--- src/rtl/cra_pkg.sv ---
// Package for the command retry and acknowledge engine.
// Holds the queue sizing, request, event and register codes, and the event record.
// No dependencies.
package cra_pkg;

   // Pending command queue sizing
   localparam int QUEUE_DEPTH = 8;
   localparam int QIDX_W      = (QUEUE_DEPTH > 1) ? $clog2(QUEUE_DEPTH) : 1;
   localparam int QCNT_W      = $clog2(QUEUE_DEPTH + 1);

   // Result items one input item can cause
   localparam int MAX_EVENTS  = 3;
   localparam int ECNT_W      = 2;

   // Attempt counter saturation
   localparam logic [3:0] ATTEMPT_MAX = 4'd15;

   // Acknowledge codes
   localparam logic [7:0] CODE_ACCEPTED    = 8'd0;
   localparam logic [7:0] CODE_IN_PROGRESS = 8'd5;

   // Register reset values
   localparam logic [3:0]  MAX_ATTEMPTS_RST  = 4'd3;
   localparam logic [15:0] TIMEOUT_TICKS_RST = 16'd1000;

   typedef enum logic [1:0] {
      REQ_ENQUEUE = 2'd0,
      REQ_ACK     = 2'd1,
      REQ_TICK    = 2'd2,
      REQ_NONE    = 2'd3
   } req_kind_type;

   typedef enum logic [2:0] {
      KIND_SEND         = 3'd0,
      KIND_RESULT       = 3'd1,
      KIND_FAIL_RESULT  = 3'd2,
      KIND_FAIL_TIMEOUT = 3'd3,
      KIND_DROPPED      = 3'd4
   } event_kind_type;

   typedef enum logic [3:0] {
      CSR_MAX_ATTEMPTS  = 4'd0,
      CSR_TIMEOUT_TICKS = 4'd1
   } csr_index_type;

   typedef struct packed {
      logic [2:0]  kind;
      logic [15:0] cmd;
      logic [7:0]  tag;
      logic [3:0]  attempt;
      logic [7:0]  code;
      logic        last;
   } event_type;

endpackage

--- src/rtl/command_retry_ack_engine.sv ---
// The first result item is presented in the cycle after its input is accepted. One
// input item per cycle when it causes at most one result and rsp_ready is high; an
// item causing more waits until the three-entry result buffer, draining one item per
// cycle as taken, is down to its last item. Reset is synchronous, active high: it
// empties the queue and result buffer, stops the timer and loads max_attempts 3,
// timeout_ticks 1000. The queue storage is not cleared and needs no clearing pass.
module command_retry_ack_engine
   import cra_pkg::*;
(
   input  logic        clock,
   input  logic        reset,
   // input items
   input  logic        req_valid,
   output logic        req_ready,
   input  logic [1:0]  req_type,
   input  logic [15:0] req_cmd_id,
   input  logic [7:0]  req_payload_tag,
   input  logic [7:0]  req_ack_code,
   // result items
   output logic        rsp_valid,
   input  logic        rsp_ready,
   output logic [2:0]  rsp_event_kind,
   output logic [15:0] rsp_event_cmd,
   output logic [7:0]  rsp_event_tag,
   output logic [3:0]  rsp_attempt_no,
   output logic [7:0]  rsp_result_code,
   output logic        rsp_last_event,
   // configuration writes
   input  logic        csr_valid,
   output logic        csr_ready,
   input  logic [3:0]  csr_index,
   input  logic [15:0] csr_data
);

   // Configuration registers
   logic [3:0]  max_attempts_ff;
   logic [15:0] timeout_ticks_ff;

   // Queue of pending commands
   logic [15:0]       fifo_cmd_ff [QUEUE_DEPTH];
   logic [7:0]        fifo_tag_ff [QUEUE_DEPTH];
   logic [QIDX_W-1:0] head_ff, head_in, tail_ff, tail_in;
   logic [QCNT_W-1:0] count_ff, count_in;
   logic              fifo_wr;

   // In-flight command
   logic        busy_ff, busy_in;
   logic [15:0] cur_cmd_ff, cur_cmd_in;
   logic [7:0]  cur_tag_ff, cur_tag_in;
   logic [3:0]  cur_att_ff, cur_att_in;
   logic [15:0] wait_ff, wait_in;

   // Result buffer
   event_type         ev_ff [MAX_EVENTS];
   event_type         ev_list [MAX_EVENTS];
   logic [ECNT_W-1:0] ev_cnt_ff;
   logic [ECNT_W-1:0] n_ev;

   // Helpers for the item logic
   logic        accept, pop, cmd_match, queue_full, has_next;
   logic [15:0] wait_dec;
   logic [3:0]  att_inc;
   logic [15:0] next_cmd;
   logic [7:0]  next_tag;

   assign csr_ready = 1'b1;
   assign rsp_valid = (ev_cnt_ff != '0);
   assign pop       = rsp_valid && rsp_ready;
   assign req_ready = (ev_cnt_ff == '0) || ((ev_cnt_ff == ECNT_W'(1)) && rsp_ready);
   assign accept    = req_valid && req_ready;

   assign rsp_event_kind  = ev_ff[0].kind;
   assign rsp_event_cmd   = ev_ff[0].cmd;
   assign rsp_event_tag   = ev_ff[0].tag;
   assign rsp_attempt_no  = ev_ff[0].attempt;
   assign rsp_result_code = ev_ff[0].code;
   assign rsp_last_event  = ev_ff[0].last;

   assign cmd_match  = (req_cmd_id == cur_cmd_ff);
   assign queue_full = (count_ff == QCNT_W'(QUEUE_DEPTH));
   assign has_next   = (count_ff != '0);
   assign wait_dec   = (wait_ff != '0) ? wait_ff - 16'd1 : 16'd0;
   assign att_inc    = (cur_att_ff == ATTEMPT_MAX) ? ATTEMPT_MAX : cur_att_ff + 4'd1;
   assign next_cmd   = fifo_cmd_ff[head_ff];
   assign next_tag   = fifo_tag_ff[head_ff];

   // Work out the new state and the result items of one input item
   always_comb begin
      busy_in    = busy_ff;
      cur_cmd_in = cur_cmd_ff;
      cur_tag_in = cur_tag_ff;
      cur_att_in = cur_att_ff;
      wait_in    = wait_ff;
      head_in    = head_ff;
      tail_in    = tail_ff;
      count_in   = count_ff;
      fifo_wr    = 1'b0;
      n_ev       = '0;
      for (int i = 0; i < MAX_EVENTS; i++) begin
         ev_list[i] = '0;
      end

      unique case (req_kind_type'(req_type))
         REQ_ENQUEUE: begin
            if (!busy_ff) begin
               busy_in    = 1'b1;
               cur_cmd_in = req_cmd_id;
               cur_tag_in = req_payload_tag;
               cur_att_in = 4'd1;
               wait_in    = timeout_ticks_ff;
               ev_list[0] = '{KIND_SEND, req_cmd_id, req_payload_tag, 4'd1, 8'd0, 1'b0};
               n_ev       = ECNT_W'(1);
            end else if (queue_full) begin
               ev_list[0] = '{KIND_DROPPED, req_cmd_id, 8'd0, 4'd0, 8'd0, 1'b0};
               n_ev       = ECNT_W'(1);
            end else begin
               fifo_wr  = 1'b1;
               tail_in  = (tail_ff == QIDX_W'(QUEUE_DEPTH - 1)) ? '0 : tail_ff + QIDX_W'(1);
               count_in = count_ff + QCNT_W'(1);
            end
         end
         REQ_ACK, REQ_TICK: begin
            // decide whether the in-flight command resends or finishes
            logic finish;
            finish = 1'b0;
            if (busy_ff && req_type == REQ_ACK && cmd_match) begin
               if (req_ack_code == CODE_IN_PROGRESS) begin
                  wait_in = timeout_ticks_ff;
               end else begin
                  finish = 1'b1;
               end
            end else if (busy_ff && req_type == REQ_TICK) begin
               wait_in = wait_dec;
               if (wait_dec == '0) begin
                  if (cur_att_ff < max_attempts_ff) begin
                     cur_att_in = att_inc;
                     wait_in    = timeout_ticks_ff;
                     ev_list[0] = '{KIND_SEND, cur_cmd_ff, cur_tag_ff, att_inc, 8'd0, 1'b0};
                     n_ev       = ECNT_W'(1);
                  end else begin
                     finish = 1'b1;
                  end
               end
            end

            // finish: start the next queued command or go idle, then report
            if (finish) begin
               if (has_next) begin
                  cur_cmd_in = next_cmd;
                  cur_tag_in = next_tag;
                  cur_att_in = 4'd1;
                  wait_in    = timeout_ticks_ff;
                  head_in    = (head_ff == QIDX_W'(QUEUE_DEPTH - 1)) ? '0 : head_ff + QIDX_W'(1);
                  count_in   = count_ff - QCNT_W'(1);
                  ev_list[0] = '{KIND_SEND, next_cmd, next_tag, 4'd1, 8'd0, 1'b0};
                  n_ev       = ECNT_W'(1);
               end else begin
                  busy_in    = 1'b0;
                  cur_cmd_in = '0;
                  cur_tag_in = '0;
                  cur_att_in = '0;
                  wait_in    = '0;
               end
               if (req_type == REQ_ACK) begin
                  ev_list[n_ev] = '{KIND_RESULT, cur_cmd_ff, 8'd0, 4'd0, req_ack_code, 1'b0};
                  n_ev          = n_ev + ECNT_W'(1);
                  if (req_ack_code != CODE_ACCEPTED) begin
                     ev_list[n_ev] = '{KIND_FAIL_RESULT, cur_cmd_ff, 8'd0, 4'd0,
                                       req_ack_code, 1'b0};
                     n_ev          = n_ev + ECNT_W'(1);
                  end
               end else begin
                  ev_list[n_ev] = '{KIND_FAIL_TIMEOUT, cur_cmd_ff, 8'd0, 4'd0, 8'd0, 1'b0};
                  n_ev          = n_ev + ECNT_W'(1);
               end
            end
         end
         default: begin
         end
      endcase

      // mark the final result item of this input
      for (int i = 0; i < MAX_EVENTS; i++) begin
         ev_list[i].last = (n_ev != '0) && (ECNT_W'(i) == n_ev - ECNT_W'(1));
      end
   end

   // Configuration registers
   always_ff @(posedge clock) begin
      if (reset) begin
         max_attempts_ff  <= MAX_ATTEMPTS_RST;
         timeout_ticks_ff <= TIMEOUT_TICKS_RST;
      end else if (csr_valid && csr_ready) begin
         unique case (csr_index)
            CSR_MAX_ATTEMPTS:  max_attempts_ff  <= csr_data[3:0];
            CSR_TIMEOUT_TICKS: timeout_ticks_ff <= csr_data;
            default: begin
            end
         endcase
      end
   end

   // Queue storage: write at tail on enqueue
   always_ff @(posedge clock) begin
      if (accept && fifo_wr) begin
         fifo_cmd_ff[tail_ff] <= req_cmd_id;
         fifo_tag_ff[tail_ff] <= req_payload_tag;
      end
   end

   // Control state: advance on each accepted item
   always_ff @(posedge clock) begin
      if (reset) begin
         busy_ff    <= 1'b0;
         cur_cmd_ff <= '0;
         cur_tag_ff <= '0;
         cur_att_ff <= '0;
         wait_ff    <= '0;
         head_ff    <= '0;
         tail_ff    <= '0;
         count_ff   <= '0;
      end else if (accept) begin
         busy_ff    <= busy_in;
         cur_cmd_ff <= cur_cmd_in;
         cur_tag_ff <= cur_tag_in;
         cur_att_ff <= cur_att_in;
         wait_ff    <= wait_in;
         head_ff    <= head_in;
         tail_ff    <= tail_in;
         count_ff   <= count_in;
      end
   end

   // Result buffer: load on accept, shift down on each taken item
   always_ff @(posedge clock) begin
      if (reset) begin
         ev_cnt_ff <= '0;
      end else if (accept) begin
         ev_cnt_ff <= n_ev;
      end else if (pop) begin
         ev_cnt_ff <= ev_cnt_ff - ECNT_W'(1);
      end
   end

   always_ff @(posedge clock) begin
      if (accept) begin
         for (int i = 0; i < MAX_EVENTS; i++) begin
            ev_ff[i] <= ev_list[i];
         end
      end else if (pop) begin
         for (int i = 0; i < MAX_EVENTS - 1; i++) begin
            ev_ff[i] <= ev_ff[i + 1];
         end
      end
   end

`ifndef SYNTH
   // result buffer never holds more than MAX_EVENTS items, one item's results
   assert property (@(posedge clock) disable iff (reset)
      ev_cnt_ff <= ECNT_W'(MAX_EVENTS))
      else $error("result buffer overfilled");

   // nothing queued and no timer running while idle
   assert property (@(posedge clock) disable iff (reset)
      !busy_ff |-> (count_ff == '0) && (wait_ff == '0))
      else $error("idle engine holds queued commands or a running timer");

   // an accepted enqueue leaves results unless it was absorbed into state
   assert property (@(posedge clock) disable iff (reset)
      accept && (req_type == REQ_ENQUEUE) |=> rsp_valid || busy_ff)
      else $error("enqueue lost");

   // the last buffered item carries the last flag
   assert property (@(posedge clock) disable iff (reset)
      (ev_cnt_ff == ECNT_W'(1)) |-> ev_ff[0].last)
      else $error("final result item not marked last");

   // queue never exceeds its depth
   assert property (@(posedge clock) disable iff (reset)
      count_ff <= QCNT_W'(QUEUE_DEPTH))
      else $error("queue count beyond depth");
`endif

endmodule
--- config.mk ---
export PLATFORM = sky130hd
export DESIGN_NAME = command_retry_ack_engine
export DESIGN_NICKNAME = d
export VERILOG_FILES = /design/src/rtl/cra_pkg.sv /design/src/rtl/command_retry_ack_engine.sv
export SDC_FILE = /design/constraint.sdc
export NUM_CORES = 1
export LEC_CHECK = 0
export ABC_AREA = 1
export BUFFER_PORTS_ARGS = -buffer_cell sky130_fd_sc_hd__buf_2
export CORE_AREA = 10 10 144 245
export DETAILED_ROUTE_END_ITERATION = 8
export DIE_AREA = 0 0 154 255
export PLACE_DENSITY = 0.75
export SLEW_MARGIN = 20
export SYNTH_ARGS = -nofsm -noshare
export SYNTH_HDL_FRONTEND = slang
export SYNTH_SLANG_ARGS = --single-unit
--- constraint.sdc ---
create_clock -name clock -period 4.3 [get_ports clock]
set_clock_uncertainty 0.05 [all_clocks]
set_input_delay 0.86 -clock clock [delete_from_list [all_inputs] [get_ports clock]]
set_output_delay 0.86 -clock clock [all_outputs]
set_load 0.01 [all_outputs]
==> impl_metrics.toml <==
[clock_network]
clk_path_buf_depth = 3
cts_tree = "built"
root_buffer = "sky130_fd_sc_hd__clkbuf_16"
clk-insertion-delay-late_ns = 0.53
hold_buffers = 0
cts_num_sinks = 365
cts_setup_buffers = 0
clk_pin_slew_worst_paths_ns = 0.07
post_cts_resize_count = 0
cts_max_level = 2
cts_inserted_buffers = 34

[sta]
slew_headroom_pct = 31.5
tightestPinTransition_ns = 1.03
post-route-worst-setup-slack_ns = 0.813
setup_violations = 0
min_period_ns = 3.49
fmax_mhz = 287
final_period_utilization_pct = 81.1
finalSetupTns_ns = 0
finalHoldViolations = 0
setup_repair_after_global_routing_missed_its_margin = "no"
number_of_pins_with_negative_max_slew_slack_in_the_final_report = 0

[power]
peakVddDrop_uv = 496
power_switching_w = 0.00300
power_density_over_cell_area_mw_per_mm2 = 529
net_sw_share_pct = 30.3
power_w = 0.00991
p_comb_share_pct = 21.3
internal_power_w = 0.00691
power.leakage_nw = 7.19
power.sequential.fraction_pct = 46.3
pwr-share-clk_pct = 32.4

[die]
core_mm2 = 0.0313
floorplan.initialDensity_pct = 53.8
die_footprint_mm2 = 0.0393
chipWidth_um = 154
ioPinCount = 102
die_y_um = 255
floorplan.rows = 86

[critical_path]
crit_fanout = 18
startpoint_to_endpoint_class_of_the_critical_path = "register to register"
crit_path_dat_ns = 3.70
r2r_setup_slk_ns = 0.81
endpoint_type_of_the_worst_setup_path = "register"
rr_worst_depth = 17
reg2reg_to = "ev_ff[0][25]"
worst_setup_path_start_kind = "register"
worst-endpoint-required_ns = 4.51
r2r-start = "wait_ff[0]"

[route]
dr_total_vias = 12873
ant_nets = 0
first_iter_violations = 1163
wire_per_inst_um = 20.3
viasPerCell = 5.86
finalWirelength_um = 44600
detail_route.drc_violations = 0
detailedRoute.firstPassIterationCount = 5

[grt]
first_global_vias = 12819
groute.usage.overall_pct = 22.2
met3_usage_pct = 3.06
use_met1_pct = 24.0
global_route_wire_length_before_repair_um = 69700
grt-busiest-layer = "met2"
grt_start_max_net_pins = 97
grt_antenna_before_repair = 0
globalRoute.totalOverflow = 0
gr-usage-met2_pct = 41.0

[synthesis]
seq_area_frac_synth_pct = 60.3
syn_inst_count = 1721
postSynth.topFlopCell = "sky130_fd_sc_hd__edfxtp_1"
postSynthAreaPerCell_um2 = 9.79
synth_area_mm2 = 0.0168
yosysTopAreaCell = "sky130_fd_sc_hd__edfxtp_1"
post-synth-top-area-fraction_pct = 50.8
synth_nets = 1800
synth.ff_latch_count = 365
synth.area.top_cells = "sky130_fd_sc_hd__edfxtp_1 51%, sky130_fd_sc_hd__dfxtp_1 9.5%, sky130_fd_sc_hd__o21ai_0 6.5%"
synth_cell_types = 51
synth-async-reset-ratio_pct = 0
synth_edf_count = 285
ys.warnings.count = 0

[min_path]
worst_hold_path_stage_count = 2
hold_path_class = "register to register"
worstHoldEndpoint = "timeout_ticks_ff[7]"
hold_start = "timeout_ticks_ff[7]"

[final_layout]
multiInputGateArea_mm2 = 0.00560
post_route_cells_drive_above_1_share_pct = 13.4
layout.filler_cells = 2561
layout.area.seq_mm2 = 0.0102
antenna-diode-count = 0
design.final.nets = 1854
final-instance-count-excl-fill = 2196
area_growth_syn_to_layout_pct = 11.2

[place]
finalWeightedCongestion = 0.949
placedCellCount = 2135
place_hpwl_um = 30400
preCtsSetupSlack_ns = 0.626
portBuffers = 100

[job]
maxCapViolations = 0

[outcome]
outcome = "finished, final reports clean"
## worst max-delay path, cell delays in order, from the launching register on
cell,delay [ns]
sky130_fd_sc_hd__dfxtp_1,0.30
sky130_fd_sc_hd__inv_1,0.19
sky130_fd_sc_hd__ha_1,0.30
sky130_fd_sc_hd__nand2_2,0.13
sky130_fd_sc_hd__nor2_4,0.14
sky130_fd_sc_hd__nand2_2,0.24
sky130_fd_sc_hd__nand2_1,0.21
sky130_fd_sc_hd__nand3_1,0.08
sky130_fd_sc_hd__nor2_1,0.11
sky130_fd_sc_hd__nand2_1,0.12
sky130_fd_sc_hd__nor2_4,0.14
sky130_fd_sc_hd__nand3_2,0.12
sky130_fd_sc_hd__nand3_4,0.19
sky130_fd_sc_hd__inv_4,0.08
sky130_fd_sc_hd__nand2_2,0.22
sky130_fd_sc_hd__nand2_2,0.28
sky130_fd_sc_hd__a21boi_0,0.24
sky130_fd_sc_hd__o21bai_1,0.08
## cells in the final DEF (no fill, tap or decap), drive strengths merged, types with 19 or more instances in the layout
| cell type | synthesis | final |
|---|---|---|
| edfxtp | 285 | 285 |
| nor2 | 274 | 274 |
| nand2 | 272 | 272 |
| o21ai | 225 | 225 |
| buf | 55 | 138 |
| inv | 125 | 125 |
| dfxtp | 80 | 80 |
| a21oi | 75 | 75 |
| nand3 | 57 | 57 |
| clkbuf | 65 | 44 |
| o22ai | 29 | 29 |
| o21bai | 26 | 26 |
| o31ai | 24 | 24 |
| a211oi | 20 | 20 |
| ha | 19 | 19 |
## Yosys cell counts (2+ instances only)
cell type,instances
sky130_fd_sc_hd__edfxtp_1,285
sky130_fd_sc_hd__nand2_1,260
sky130_fd_sc_hd__nor2_1,260
sky130_fd_sc_hd__o21ai_0,219
sky130_fd_sc_hd__inv_1,121
sky130_fd_sc_hd__dfxtp_1,80
sky130_fd_sc_hd__a21oi_1,74
sky130_fd_sc_hd__clkbuf_1,65
sky130_fd_sc_hd__nand3_1,52
sky130_fd_sc_hd__buf_4,43
sky130_fd_sc_hd__o22ai_1,29
sky130_fd_sc_hd__o21bai_1,26
sky130_fd_sc_hd__o31ai_1,24
sky130_fd_sc_hd__a211oi_1,20
sky130_fd_sc_hd__ha_1,19
sky130_fd_sc_hd__nor3_1,16
sky130_fd_sc_hd__o221ai_1,16
sky130_fd_sc_hd__nand4_1,15
sky130_fd_sc_hd__nand2_2,11
sky130_fd_sc_hd__nor2_2,11
sky130_fd_sc_hd__o211ai_1,10
sky130_fd_sc_hd__buf_2,8
sky130_fd_sc_hd__a31oi_1,6
sky130_fd_sc_hd__xor2_1,6
sky130_fd_sc_hd__o21ai_1,5
sky130_fd_sc_hd__buf_6,3
sky130_fd_sc_hd__inv_2,3
sky130_fd_sc_hd__nand3_2,3
sky130_fd_sc_hd__or2_2,3
sky130_fd_sc_hd__a21boi_0,2
sky130_fd_sc_hd__nand3_4,2
sky130_fd_sc_hd__nand3b_1,2
sky130_fd_sc_hd__nor2_4,2
sky130_fd_sc_hd__nor4_1,2
sky130_fd_sc_hd__o211a_1,2
## per-layer routing
| metal | wire [µm] | vias to the layer above |
|---|---|---|
| met5 | 0 | - |
| met4 | 2270 | 0 |
| met3 | 2760 | 128 |
| met2 | 23600 | 551 |
| met1 | 15900 | 6135 |
| li1 | - | 6059 |
## cell families (layout without fill, tap and decap cells)
kind of cell / count (synthesis) / after routing / synth area share, %
other: 1 / 1 / 0.0223
XOR/XNOR: 7 / 7 / 0.364
buffers and inverters: 246 / 325 / 6.65
flip-flops: 365 / 365 / 60.3
AND/OR/NAND/NOR: 646 / 646 / 16.2
adder cells (fa/ha/maj): 20 / 20 / 1.53
AO/OA/AOI/OAI: 436 / 436 / 14.9
## power groups by stage
stage	Sequential (W)	Combinational (W)	Clock, W
floorplan	0.00457	0.00157	0
global placement	0.00465	0.00206	0
detailed placement	0.00466	0.00209	0
CTS	0.00459	0.00211	0.00325
global route	0.00462	0.00233	0.00337
finish	0.00459	0.00211	0.00322
## sequential cells by signal (all words and copies together) (netlist names), named ones only
signal,flops
ev_cnt_ff,2
count_ff,4
head_ff,3
busy_ff,1
cur_tag_ff,8
tail_ff,3
timeout_ticks_ff,16
wait_ff,16
cur_att_ff,4
max_attempts_ff,4
fifo_tag_ff,64
cur_cmd_ff,16
fifo_cmd_ff,128
ev_ff,93
## worst max path at each step
| stage | start | end | slack [ns] | depth (start not counted) |
|---|---|---|---|---|
| detailed placement | req_type[1] | ev_ff[0][25] | 0.63 | 17 |
| CTS | wait_ff[0] | ev_ff[0][25] | 0.85 | 17 |
| global placement | req_type[1] | cur_att_ff[3] | 0.74 | 16 |
| finish | wait_ff[0] | ev_ff[0][25] | 0.81 | 17 |
| global route | wait_ff[0] | ev_ff[0][40] | 0.50 | 21 |
| floorplan | rsp_ready | fifo_cmd_ff[2][0] | 0.51 | 8 |
## final cells by class
class | instances | share of cell area, %
Clock buffer | 44 | 5.30
Multi-Input combinational cell | 1110 | 29.9
Clock inverter | 17 | 1.10
Inverter | 126 | 2.54
Tap cell | 396 | 2.65
Timing Repair Buffer | 138 | 4.26
Sequential cell | 365 | 54.2
## per-stage QoR
stage	util [%]	hold slack [ns]	cell area [µm²]
3_3_place_gp	56.0	0.392	17500
5_1_grt	59.8	0.440	18700
3_5_place_dp	56.0	0.400	17500
6_report	59.8	0.409	18700
4_1_cts	59.8	0.415	18700
2_1_floorplan	-	0.379	16900
No activity file was read; power rests on OpenSTA's default activity.
